$ cat config.mk
export PLATFORM = sky130hd
export DESIGN_NAME = multi_code_lock_controller
export DESIGN_NICKNAME = d
export VERILOG_FILES = /design/src/sv/mcl_pkg.sv /design/src/sv/mcl_code_table.sv /design/src/sv/mcl_action_unit.sv /design/src/sv/multi_code_lock_controller.sv
export VERILOG_INCLUDE_DIRS = /design/src /design/src/sv
export SDC_FILE = /design/constraint.sdc
export NUM_CORES = 1
export LEC_CHECK = 0
export ABC_AREA = 1
export BUFFER_PORTS_ARGS = -buffer_cell sky130_fd_sc_hd__buf_2
export CAP_MARGIN = 20
export CORE_MARGIN = 2
export CORE_UTILIZATION = 60
export DETAILED_ROUTE_END_ITERATION = 6
export PLACE_DENSITY = 0.76
export SYNTH_ARGS = -nofsm -noshare
export SYNTH_HDL_FRONTEND = slang
export SYNTH_SLANG_ARGS = --single-unit
$ cat constraint.sdc
create_clock -name clock -period 10.6 [get_ports clock]
set_input_delay 2.65 -clock clock [delete_from_list [all_inputs] [get_ports clock]]
set_output_delay 2.65 -clock clock [all_outputs]
set_load 0.05 [all_outputs]
$ cat src/sv/multi_code_lock_controller_macros.svh
`ifndef MULTI_CODE_LOCK_CONTROLLER_MACROS_SVH
`define MULTI_CODE_LOCK_CONTROLLER_MACROS_SVH

// same-cycle implication, disabled in reset
`define MCL_ASSERT_NOW(label, clk, rst, ante, cons) \
   label: assert property (@(posedge clk) disable iff (rst) (ante) |-> (cons)) \
      else $error("mcl assertion failed");

// next-cycle implication, disabled in reset
`define MCL_ASSERT_NEXT(label, clk, rst, ante, cons) \
   label: assert property (@(posedge clk) disable iff (rst) (ante) |=> (cons)) \
      else $error("mcl assertion failed");

`endif

$ cat src/sv/mcl_pkg.sv
`timescale 1ns / 1ps

package mcl_pkg;

   localparam int ACTION_BITS  = 3;
   localparam int CODE_IN_BITS = 32;
   localparam int STATUS_BITS  = 2;

   localparam int DEF_TABLE_DEPTH = 16;
   localparam int DEF_CODE_BITS   = 32;

   // action codes
   localparam logic [ACTION_BITS-1:0] ACT_TOGGLE     = 3'd0;
   localparam logic [ACTION_BITS-1:0] ACT_REGISTER   = 3'd1;
   localparam logic [ACTION_BITS-1:0] ACT_UNREGISTER = 3'd2;
   localparam logic [ACTION_BITS-1:0] ACT_REPLACE    = 3'd3;
   localparam logic [ACTION_BITS-1:0] ACT_UNLOCK     = 3'd4;

   // status codes
   localparam logic [STATUS_BITS-1:0] ST_OK         = 2'd0;
   localparam logic [STATUS_BITS-1:0] ST_WRONG_MODE = 2'd1;
   localparam logic [STATUS_BITS-1:0] ST_NOT_FOUND  = 2'd2;
   localparam logic [STATUS_BITS-1:0] ST_FULL       = 2'd3;

   // table update request
   typedef struct packed {
      logic add;
      logic drop;
      logic load;
   } tbl_cmd_type;

   // table lookup result
   typedef struct packed {
      logic hit;
      logic full;
   } tbl_stat_type;

endpackage

$ cat src/sv/mcl_code_table.sv
`timescale 1ns / 1ps
`include "multi_code_lock_controller_macros.svh"

module mcl_code_table
   import mcl_pkg::*;
#(
   parameter int TABLE_DEPTH = DEF_TABLE_DEPTH,
   parameter int CODE_BITS   = DEF_CODE_BITS
) (
   input  logic                 clock,
   input  logic                 reset,
   input  logic [CODE_BITS-1:0] code,
   input  tbl_cmd_type          cmd,
   input  logic                 csr_load,
   input  logic [CODE_BITS-1:0] csr_code,
   output tbl_stat_type         stat
);

   localparam logic [TABLE_DEPTH-1:0] ONLY_FIRST = TABLE_DEPTH'(1);

   logic [TABLE_DEPTH-1:0] valid_ff;
   logic [TABLE_DEPTH-1:0] valid_in;
   logic [CODE_BITS-1:0]   entry_ff [TABLE_DEPTH];

   logic [TABLE_DEPTH-1:0] match;
   logic [TABLE_DEPTH-1:0] free;
   logic [TABLE_DEPTH-1:0] first_free;
   logic                   load_any;
   logic [CODE_BITS-1:0]   wr_data;

   // parallel compare against every valid entry
   always_comb begin
      for (int i = 0; i < TABLE_DEPTH; i++) begin
         match[i] = valid_ff[i] && (entry_ff[i] == code);
      end
   end

   // lowest free entry, one-hot
   assign free       = ~valid_ff;
   assign first_free = free & (~free + ONLY_FIRST);

   assign stat.hit  = |match;
   assign stat.full = ~|free;

   assign load_any = csr_load || cmd.load;

   always_comb begin
      priority if (load_any) begin
         valid_in = ONLY_FIRST;
      end else if (cmd.add) begin
         valid_in = valid_ff | first_free;
      end else if (cmd.drop) begin
         valid_in = valid_ff & ~match;
      end else begin
         valid_in = valid_ff;
      end
   end

   always_ff @(posedge clock) begin
      if (reset) begin
         valid_ff <= ONLY_FIRST;
      end else begin
         valid_ff <= valid_in;
      end
   end

   // entry zero takes zero on reset, the initial code's reset value
   assign wr_data = reset ? '0 : (csr_load ? csr_code : code);

   always_ff @(posedge clock) begin
      for (int i = 0; i < TABLE_DEPTH; i++) begin
         if (((reset || load_any) && (i == 0)) || (!reset && cmd.add && first_free[i])) begin
            entry_ff[i] <= wr_data;
         end
      end
   end

   // codes stay distinct, so at most one entry matches
   `MCL_ASSERT_NOW(a_single_match, clock, reset, 1'b1, $onehot0(match))

endmodule

$ cat src/sv/mcl_action_unit.sv
`timescale 1ns / 1ps

module mcl_action_unit
   import mcl_pkg::*;
(
   input  logic [ACTION_BITS-1:0] action,
   input  logic                   mode,
   input  tbl_stat_type           stat,
   output logic                   granted,
   output logic [STATUS_BITS-1:0] status,
   output logic                   mode_next,
   output tbl_cmd_type            cmd
);

   always_comb begin
      granted   = 1'b0;
      status    = ST_OK;
      mode_next = mode;
      cmd       = '0;
      unique case (action)
         ACT_TOGGLE: begin
            if (stat.hit) begin
               mode_next = !mode;
               granted   = 1'b1;
            end else begin
               status = ST_NOT_FOUND;
            end
         end
         ACT_REGISTER: begin
            if (!mode) begin
               status = ST_WRONG_MODE;
            end else if (!stat.hit) begin
               if (stat.full) begin
                  status = ST_FULL;
               end else begin
                  cmd.add = 1'b1;
               end
            end
         end
         ACT_UNREGISTER: begin
            if (!mode) begin
               status = ST_WRONG_MODE;
            end else begin
               cmd.drop = stat.hit;
            end
         end
         ACT_REPLACE: begin
            if (!mode) begin
               status = ST_WRONG_MODE;
            end else begin
               cmd.load = 1'b1;
            end
         end
         ACT_UNLOCK: begin
            if (mode) begin
               status = ST_WRONG_MODE;
            end else if (stat.hit) begin
               granted = 1'b1;
            end else begin
               status = ST_NOT_FOUND;
            end
         end
         default: begin
            // unused actions: no effect
         end
      endcase
   end

endmodule

$ cat src/sv/multi_code_lock_controller.sv
`timescale 1ns / 1ps
// Multi-code keypad lock controller. Each request word carries an action (toggle mode,
// register, unregister, replace all, try unlock) and a code; each one yields exactly one
// response word with granted, status and the mode after the action. Codes are kept in a
// table of TABLE_DEPTH distinct entries, compared on their low CODE_BITS bits. Throughput
// is one word per clock while responses drain; a word sits in the request register, then
// the single pass compares the code against every table entry at once and writes the
// response register, so the table compare sets the cycle. After reset the lock is in
// programming mode with code zero as the only entry, with no clearing pass. Writing
// csr_initial_code (only while idle) reloads the table with that code alone and returns
// to programming mode.
`include "multi_code_lock_controller_macros.svh"

module multi_code_lock_controller
   import mcl_pkg::*;
#(
   parameter int TABLE_DEPTH = DEF_TABLE_DEPTH,
   parameter int CODE_BITS   = DEF_CODE_BITS
) (
   input  logic                    clock,
   input  logic                    reset,
   // request channel
   input  logic                    req_valid,
   output logic                    req_ready,
   input  logic [ACTION_BITS-1:0]  req_action,
   input  logic [CODE_IN_BITS-1:0] req_code,
   // response channel
   output logic                    rsp_valid,
   input  logic                    rsp_ready,
   output logic                    rsp_granted,
   output logic [STATUS_BITS-1:0]  rsp_status,
   output logic                    rsp_in_programming,
   // configuration
   input  logic                    csr_write_enable,
   input  logic [CODE_IN_BITS-1:0] csr_initial_code
);

   // request register
   logic                    s1_valid_ff;
   logic                    s1_valid_in;
   logic [ACTION_BITS-1:0]  s1_action_ff;
   logic [CODE_IN_BITS-1:0] s1_code_ff;
   logic                    s1_fire;

   // lock mode, 1 = programming
   logic mode_ff;
   logic mode_in;

   // response register
   logic                   rsp_valid_ff;
   logic                   rsp_valid_in;
   logic                   granted_ff;
   logic [STATUS_BITS-1:0] status_ff;
   logic                   prog_ff;

   // decision outputs
   logic                   granted_calc;
   logic [STATUS_BITS-1:0] status_calc;
   logic                   mode_calc;
   tbl_cmd_type            cmd_calc;
   tbl_cmd_type            tbl_cmd;
   tbl_stat_type           tbl_stat;

   logic [CODE_BITS-1:0] look_code;
   logic [CODE_BITS-1:0] csr_code;

   // the word in the request register moves on when the response slot is free or drains
   assign s1_fire   = s1_valid_ff && (!rsp_valid_ff || rsp_ready);
   assign req_ready = !s1_valid_ff || s1_fire;

   assign s1_valid_in  = (req_valid && req_ready) || (s1_valid_ff && !s1_fire);
   assign rsp_valid_in = s1_fire || (rsp_valid_ff && !rsp_ready);

   // codes are kept on their low CODE_BITS bits
   assign look_code = CODE_BITS'(s1_code_ff);
   assign csr_code  = CODE_BITS'(csr_initial_code);

   mcl_code_table #(
      .TABLE_DEPTH (TABLE_DEPTH),
      .CODE_BITS   (CODE_BITS)
   ) u_table (
      .clock    (clock),
      .reset    (reset),
      .code     (look_code),
      .cmd      (tbl_cmd),
      .csr_load (csr_write_enable),
      .csr_code (csr_code),
      .stat     (tbl_stat)
   );

   mcl_action_unit u_action (
      .action    (s1_action_ff),
      .mode      (mode_ff),
      .stat      (tbl_stat),
      .granted   (granted_calc),
      .status    (status_calc),
      .mode_next (mode_calc),
      .cmd       (cmd_calc)
   );

   // table changes only when the word actually completes
   assign tbl_cmd = s1_fire ? cmd_calc : '0;

   always_comb begin
      priority if (csr_write_enable) begin
         mode_in = 1'b1;
      end else if (s1_fire) begin
         mode_in = mode_calc;
      end else begin
         mode_in = mode_ff;
      end
   end

   // control state
   always_ff @(posedge clock) begin
      if (reset) begin
         s1_valid_ff  <= 1'b0;
         rsp_valid_ff <= 1'b0;
         mode_ff      <= 1'b1;
      end else begin
         s1_valid_ff  <= s1_valid_in;
         rsp_valid_ff <= rsp_valid_in;
         mode_ff      <= mode_in;
      end
   end

   // payload
   always_ff @(posedge clock) begin
      if (req_valid && req_ready) begin
         s1_action_ff <= req_action;
         s1_code_ff   <= req_code;
      end
      if (s1_fire) begin
         granted_ff <= granted_calc;
         status_ff  <= status_calc;
         prog_ff    <= mode_calc;
      end
   end

   assign rsp_valid          = rsp_valid_ff;
   assign rsp_granted        = granted_ff;
   assign rsp_status         = status_ff;
   assign rsp_in_programming = prog_ff;

   // a granted word always reports ok
   `MCL_ASSERT_NOW(a_granted_ok, clock, reset, rsp_valid_ff && granted_ff, status_ff == ST_OK)

   // a held request keeps its word
   `MCL_ASSERT_NEXT(a_s1_hold, clock, reset, s1_valid_ff && !s1_fire, s1_valid_ff && $stable(s1_code_ff) && $stable(s1_action_ff))

   // a configuration write always returns to programming mode
   `MCL_ASSERT_NEXT(a_csr_mode, clock, reset, csr_write_enable, mode_ff)

endmodule

==> results of run 1 <==
-- power by group through the flow --
stage	combinational, W	clock (W)	sequential, W
2_1_floorplan	0.000227	0	0.00256
3_3_place_gp	0.000239	0	0.00262
3_5_place_dp	0.000250	0	0.00262
4_1_cts	0.000252	0.00195	0.00257
5_1_grt	0.000285	0.00204	0.00257
6_report	0.000257	0.00193	0.00257
-- Yosys cell counts, types with 2 or more instances --
library cell / number
nand4_1: 5
xnor2_1: 476
buf_6: 31
buf_1: 4
o211ai_1: 2
nand2_1: 493
dfxtp_1: 19
clkinv_1: 2
nand3b_1: 2
nor3_1: 9
nand3_1: 38
nor2_1: 226
a21oi_1: 26
buf_4: 36
ha_1: 3
inv_1: 84
edfxtp_1: 551
o21ai_0: 39
nand2_2: 4
nor2_2: 2
clkbuf_1: 7
nand2_4: 2
nor2_4: 5
-- path summary, 6_finish.rpt --
check             depth (start not counted)  slack (ps)                               end                     from
setup / recovery                          4        4810                         req_ready                rsp_ready
hold / removal                            2         470              rsp_valid$_SDFF_PP0_   s1_valid_ff$_SDFF_PP0_
setup reg to reg                         15        5730  u_table.entry_ff[0][6]$_DFFE_PP_  look_code[29]$_DFFE_PP_
hold reg to reg                           2         470              rsp_valid$_SDFF_PP0_   s1_valid_ff$_SDFF_PP0_
-- critical path: cells and delay by family --
| kind | cells | cell delay (ps) |
|---|---|---|
| AND/OR/NAND/NOR | 1 | 100 |
| buffers and inverters | 3 | 390 |
-- routing by layer --
layer  wire length (um)  GRT usage, %  vias up
li1                   -             -     7044
met1              23100         34.17     7204
met2              27630         44.05      510
met3               4099         4.832      102
met4               1730         9.373        2
met5                 10             0        -
-- state kept, by name (all words and copies together) (netlist names) --
signal / cells
look_code: 32
rsp_status: 2
rsp_valid: 1
s1_valid_ff: 1
u_table.valid_ff: 16
mode_ff: 1
s1_action_ff: 3
u_table.entry_ff: 512
rsp_in_programming: 1
rsp_granted: 1
-- cell type report --
type	count	area share (%)
Tap cell	539	2.377
Sequential cell	570	59.67
Multi-Input combinational cell	1339	27.63
Clock inverter	38	1.041
Clock buffer	67	5.235
Inverter	87	1.151
Timing Repair Buffer	124	2.898
-- cells by family after synthesis --
logic type               after synthesis  synth area share, %
buffers and inverters                166                3.868
adder cells (fa/ha/maj)                3               0.1464
AO/OA/AOI/OAI                         68                1.361
XOR/XNOR                             476                16.25
flip-flops                           570                65.99
AND/OR/NAND/NOR                      792                12.38
-- metrics by stage --
step | hold WS [ps] | instances | util [%] | worst slack, ps
3_5_place_dp | 462.8 | 2651 | 62.92 | 4511
4_1_cts | 474.2 | 2756 | 67.15 | 4811
5_1_grt | 536.7 | 2764 | 67.48 | 4791
3_3_place_gp | 464.6 | 2646 | 62.81 | 4309
2_1_floorplan | 437.4 | 2075 | - | 4207
6_report | 470.0 | 2764 | 67.48 | 4814
==> impl_results.md, run 1 <==
- Critical path's slowest cell: buf_2
- Critical path startpoint category: input pin
- Max Freq: 172.8 MHz
- Layout area overhead: 10.61%
- Leakage power: 9.540 nW
- Critical Path End Type: output port
- Comb pwr share: 5.4%
- Detailed Route WL: 56580 um
- HP Class: reg -> reg
- Post-synthesis register bit count: 570
- Clock-pin slew on the worst setup and hold paths: 60 ps
- Net count, final: 2254
- Top Ports: 78
- Internal power: 0.003712 W
- Synth top area share: 64.51%
- Most used cell, CP: buf_2
- Sequential Power Share: 54.0%
- DP HPWL: 34960 um
- Post-DR wirelength/cell: 20.47 um
- Number of post-CTS setup repair buffers: 0
- Synthesized area: 25650 um^2
- DRT iter0 DRCs: 1477
- Fraction of the cycle the final worst path needs: 54.58%
- Synth warnings: 0
- Slew @ Worst Pin: 1124 ps
- Crit path max fanout: 3
- CP max stage delay: 230 ps
- Initial antenna violation count: 2
- TritonCTS Buffers: 57
- Area contributors post-synth: edfxtp_1 (65%), xnor2_1 (16%), nand2_1 (7.2%), nor2_1 (3.3%), dfxtp_1 (1.5%)
- Cell Pwr Density: 167.6 nW/um^2
- Skew final: 17.05 ps
- Die Wd: 210.8 um
- ANT nets after route: 0
- Syn avg cell area: 12.36 um^2
- Grt ovf: 0
- Antenna cells: 0
- Max Cap Viol: 0
- Gr usage total: 26.12%
- Sw Ratio: 21.92%
- RSZ-0062 raised after global routing: false
- CTS root buf: clkbuf_16
- Max H-tree Level: 2
- Area of the multi-input gates: 7839 um^2
- CTS Hold Bufs: 0
- Post-synth EDFFs: 551
- Final hold vios: 0
- Number of vias per cell: 5.377
- Critical path arrival: 3140 ps
- Yosys cell types: 32
- Pwr Total: 0.004754 W
- Critical path class: in -> out
- Post-route DRC: 0
- CTS tree: done
- Final setup violation count: 0
- Die footprint: 44420 um^2
- Seq/Total Area, Yosys: 65.99%
- Clk buf depth: 3
- Initial core utilization: 61.01%
- Most common cell after layout, fill and taps aside: edfxtp_1
- Post-Syn Nets: 2150
- Num Clock Sinks: 570
- Critical path required time: 7950 ps
- Worst slew margin: 25.06%
- FP Rows: 75
- Switch Pwr: 0.001042 W
- Primary FF master, synth: edfxtp_1
- First drt pass iteration count: 5
- CORE AREA: 42040 um^2
- Global-route wire length before repair: 85170 um
- Vias: 14862
- Clock power frac: 40.6%
- RePlAce Congestion: 0.8973
- Reg area: 16930 um^2
- Ys async rst share: 0%
- Cell taking the most area after synthesis: edfxtp_1
- Placed cell area: 26450 um^2
- Worst VDD drop: 0.0001340 V
- Pin count of the biggest net entering global routing: 44
- Min cycle time layout: 5786 ps
- Post-CTS resize count: 0
- Status: finished clean
- Layout cells sized above 1: 11.15%
- Max Slew Vio Count: 0
- Die Y-Extent: 210.8 um
- Number of port buffers: 77
- # fillers: 3003
- Leading cell types in the layout, fill and taps excluded: edfxtp_1 (551), nand2_1 (493), xnor2_1 (476)
- Clock Latency Late Sink: 610 ps
- Critical-path cell list: buf_2 -> inv_1 -> nand3_1 -> buf_2
- Setup TNS Final: 0 ps
- Final instance area: 28370 um^2
- Cells after Synth: 2075
- Vias in the first global route: 14469
Power figures use the tool's default switching activity.
==> inputs of run 2 (changes only) <==
--- a/config.mk
+++ b/config.mk
@@ -10,9 +10,9 @@
 export BUFFER_PORTS_ARGS = -buffer_cell sky130_fd_sc_hd__buf_2
 export CAP_MARGIN = 20
 export CORE_MARGIN = 2
-export CORE_UTILIZATION = 60
+export CORE_UTILIZATION = 56
 export DETAILED_ROUTE_END_ITERATION = 6
-export PLACE_DENSITY = 0.76
+export PLACE_DENSITY = 0.75
 export SYNTH_ARGS = -nofsm -noshare
 export SYNTH_HDL_FRONTEND = slang
 export SYNTH_SLANG_ARGS = --single-unit
==> constraint.sdc (replaced) <==
create_clock -name clock -period 4.9 [get_ports clock]
set_input_delay 1.225 -clock clock [delete_from_list [all_inputs] [get_ports clock]]
set_output_delay 1.225 -clock clock [all_outputs]
set_load 0.05 [all_outputs]
==> run 2 against run 1 <==
Against the previous run: largest cell class unchanged; the run now ends with DRC left; routed wire length rose by 3.4%; clock power rose by 110%; setup slack got worse by 3800 ps; hold slack improved by 21 ps; cell count rose by 3.8%; core utilization fell by 4.1 points; via count rose by 2.0%.
==> impl_results.md, run 2 (same netlist as run 1, synthesis figures left out) <==
- Status: finished, violations left
- Failing checks: DRC
- Crit path max fanout: 14 (+11)
- Die Wd: 218.0 um (+3.4%)
- Reg2Reg Setup Slack: 980 ps (-4750 ps)
- Global-route wire length before repair: 89110 um (+4.6%)
- Detailed Route WL: 58490 um (+3.4%)
- Area of the multi-input gates: 7838 um^2 (about the same)
- Initial core utilization: 56.64% (-4.4 points)
- Vias in the first global route: 15178 (+4.9%)
- Sw Ratio: 21.90% (-0.023 points)
- Die footprint: 47530 um^2 (+7.0%)
- Critical Path End Type: register
- Max Slew Vio Count: 0 (unchanged)
- Antenna cells: 0 (unchanged)
- Grt ovf: 0 (unchanged)
- Clock Latency Late Sink: 610 ps (about the same)
- Fraction of the cycle the final worst path needs: 79.94%
- Non-Filler Instances: 2869 (+3.8%)
- Clock power frac: 40.0% (-0.6 points)
- Biggest register: u_table.entry_ff
- First drt pass iteration count: 7 (+2)
- Hold Crit Start: s1_valid_ff$_SDFF_PP0_
- Reg area: 16930 um^2 (unchanged)
- Skew final: 29.22 ps (+12.17 ps)
- CTS tree: done
- Max Cap Viol: 0 (unchanged)
- HP Class: reg -> reg
- Most common cell after layout, fill and taps aside: edfxtp_1
- Hold Path Stages: 2 (unchanged)
- Final instance area: 28710 um^2 (+1.2%)
- Worst slew margin: 26.92% (+1.9 points)
- Switch Pwr: 0.002240 W (+110%)
- Final setup violation count: 0 (unchanged)
- CTS Hold Bufs: 0 (unchanged)
- Post-DR wirelength/cell: 20.39 um (-0.40%)
- Post-route DRC: 8 (+8)
- WHS: 491.2 ps (+21.18 ps)
- Sequential Power Share: 53.5% (-0.5 points)
- # fillers: 3375 (+12%)
- Post-CTS resize count: 0 (unchanged)
- ANT nets after route: 0 (unchanged)
- CORE AREA: 45280 um^2 (+7.7%)
- Placed insts: 2763 (+4.2%)
- Die Y-Extent: 218.0 um (+3.4%)
- Min cycle time layout: 3917 ps
- Number of post-CTS setup repair buffers: 0 (unchanged)
- Leakage power: 9.697 nW (+1.6%)
- Num Clock Sinks: 570 (unchanged)
- Initial antenna violation count: 0 (-2)
- Max Freq: 255.3 MHz
- Internal power: 0.007988 W (+120%)
- Critical path startpoint category: register
- Comb pwr share: 6.5% (+1.1 points)
- Pin count of the biggest net entering global routing: 44 (unchanged)
- Reg2reg path depth: 19 (+4)
- RSZ-0062 raised after global routing: false
- Clk buf depth: 3 (unchanged)
- Critical path class: reg -> reg
- FP Rows: 78 (+4.0%)
- Worst VDD drop: 0.0002550 V (+90%)
- Gr usage total: 25.29% (-0.83 points)
- DRT iter0 DRCs: 1421 (-3.8%)
- Slew @ Worst Pin: 1094 ps (-30.49 ps)
- DP HPWL: 37890 um (+8.4%)
- CTS root buf: clkbuf_16
- Layout area overhead: 11.95%
- RePlAce Congestion: 0.9616 (+7.2%)
- Worst r2r src: look_code[15]$_DFFE_PP_
- Cell Pwr Density: 356.2 nW/um^2 (+110%)
- TritonCTS Buffers: 56 (-1.8%)
- Max reg flops: 512 (unchanged)
- Vias: 15154 (+2.0%)
- Placed cell area: 26910 um^2 (+1.8%)
- Top Ports: 78 (unchanged)
- Layout cells sized above 1: 12.21% (+1.1 points)
- Critical path arrival: 4410 ps (+1270 ps)
- Number of vias per cell: 5.282 (-1.8%)
- Hold endpoint: rsp_valid$_SDFF_PP0_
- Critical R2R Capture: u_table.valid_ff[11]$_SDFFE_PP0P_
- Clock-pin slew on the worst setup and hold paths: 60 ps (about the same)
- Max H-tree Level: 2 (unchanged)
- Final hold vios: 0 (unchanged)
- Leading cell types in the layout, fill and taps excluded: edfxtp_1 (551), nand2_1 (493), xnor2_1 (476)
- Number of port buffers: 77 (unchanged)
- Critical path required time: 5400 ps (-2550 ps)
- Net count, final: 2299 (+2.0%)
-- run 2: metal layers --
layer | global-route usage [%] | wire (um) | up-vias
li1 | - | - | 7142
met5 | 0 | 0 | -
met4 | 9.456 | 1922 | 0
met3 | 4.533 | 4020 | 112
met1 | 32.74 | 23580 | 7357
met2 | 42.76 | 28970 | 543
-- run 2: worst max-delay path by stage --
stage | start | endpoint | slack, ps | cells past startpoint
global route | look_code[15]$_DFFE_PP_ | u_table.valid_ff[9]$_SDFFE_PP0P_ | 690 | 19
finish | look_code[15]$_DFFE_PP_ | u_table.valid_ff[11]$_SDFFE_PP0P_ | 980 | 19
CTS | look_code[9]$_DFFE_PP_ | u_table.entry_ff[0][202]$_DFFE_PP_ | 940 | 15
global placement | look_code[15]$_DFFE_PP_ | u_table.entry_ff[0][193]$_DFFE_PP_ | 1020 | 13
floorplan | rsp_ready | u_table.entry_ff[0][128]$_DFFE_PP_ | -10 | 9
detailed placement | look_code[15]$_DFFE_PP_ | u_table.entry_ff[0][197]$_DFFE_PP_ | 980 | 13
-- run 2: layout make-up --
| cell class | instances | area share [%] |
|---|---|---|
| Sequential cell | 570 | 58.95 |
| Multi-Input combinational cell | 1339 | 27.30 |
| Clock buffer | 81 | 5.456 |
| Timing Repair Buffer | 170 | 4.000 |
| Tap cell | 600 | 2.614 |
| Inverter | 87 | 1.137 |
| Clock inverter | 22 | 0.5490 |
-- run 2: critical path, stage by stage (launching register included) --
cell	delay (ps)
edfxtp_1	760
buf_4	300
xnor2_1	130
nand2_1	80
nor2_1	160
nand2_1	110
nor2_1	320
nand3_1	130
nand2_1	80
nor2_1	50
nand2_1	150
nor2_8	80
buf_4	190
inv_1	110
ha_1	160
nand4_1	260
inv_1	480
nand3_1	130
nand2_1	80
a21oi_1	70
-- run 2: power groups by stage --
stage / registers, W / logic, W / clock network, W
floorplan: 0.00554 / 0.000491 / 0
global route: 0.00547 / 0.000736 / 0.00433
global placement: 0.00557 / 0.000646 / 0
CTS: 0.00547 / 0.000669 / 0.00414
detailed placement: 0.00557 / 0.000664 / 0
finish: 0.00547 / 0.000667 / 0.00409
-- run 2: stage by stage --
step	TNS [ps]	setup slack [ps]	power [W]	utilization, %
CTS	0	939.7	0.01028	63.24
detailed placement	0	982.0	0.006235	59.44
finish	0	982.8	0.01023	63.41
global route	0	693.2	0.01054	63.41
global placement	0	1016	0.006216	59.44
floorplan	-1290	-10.16	0.006030	-
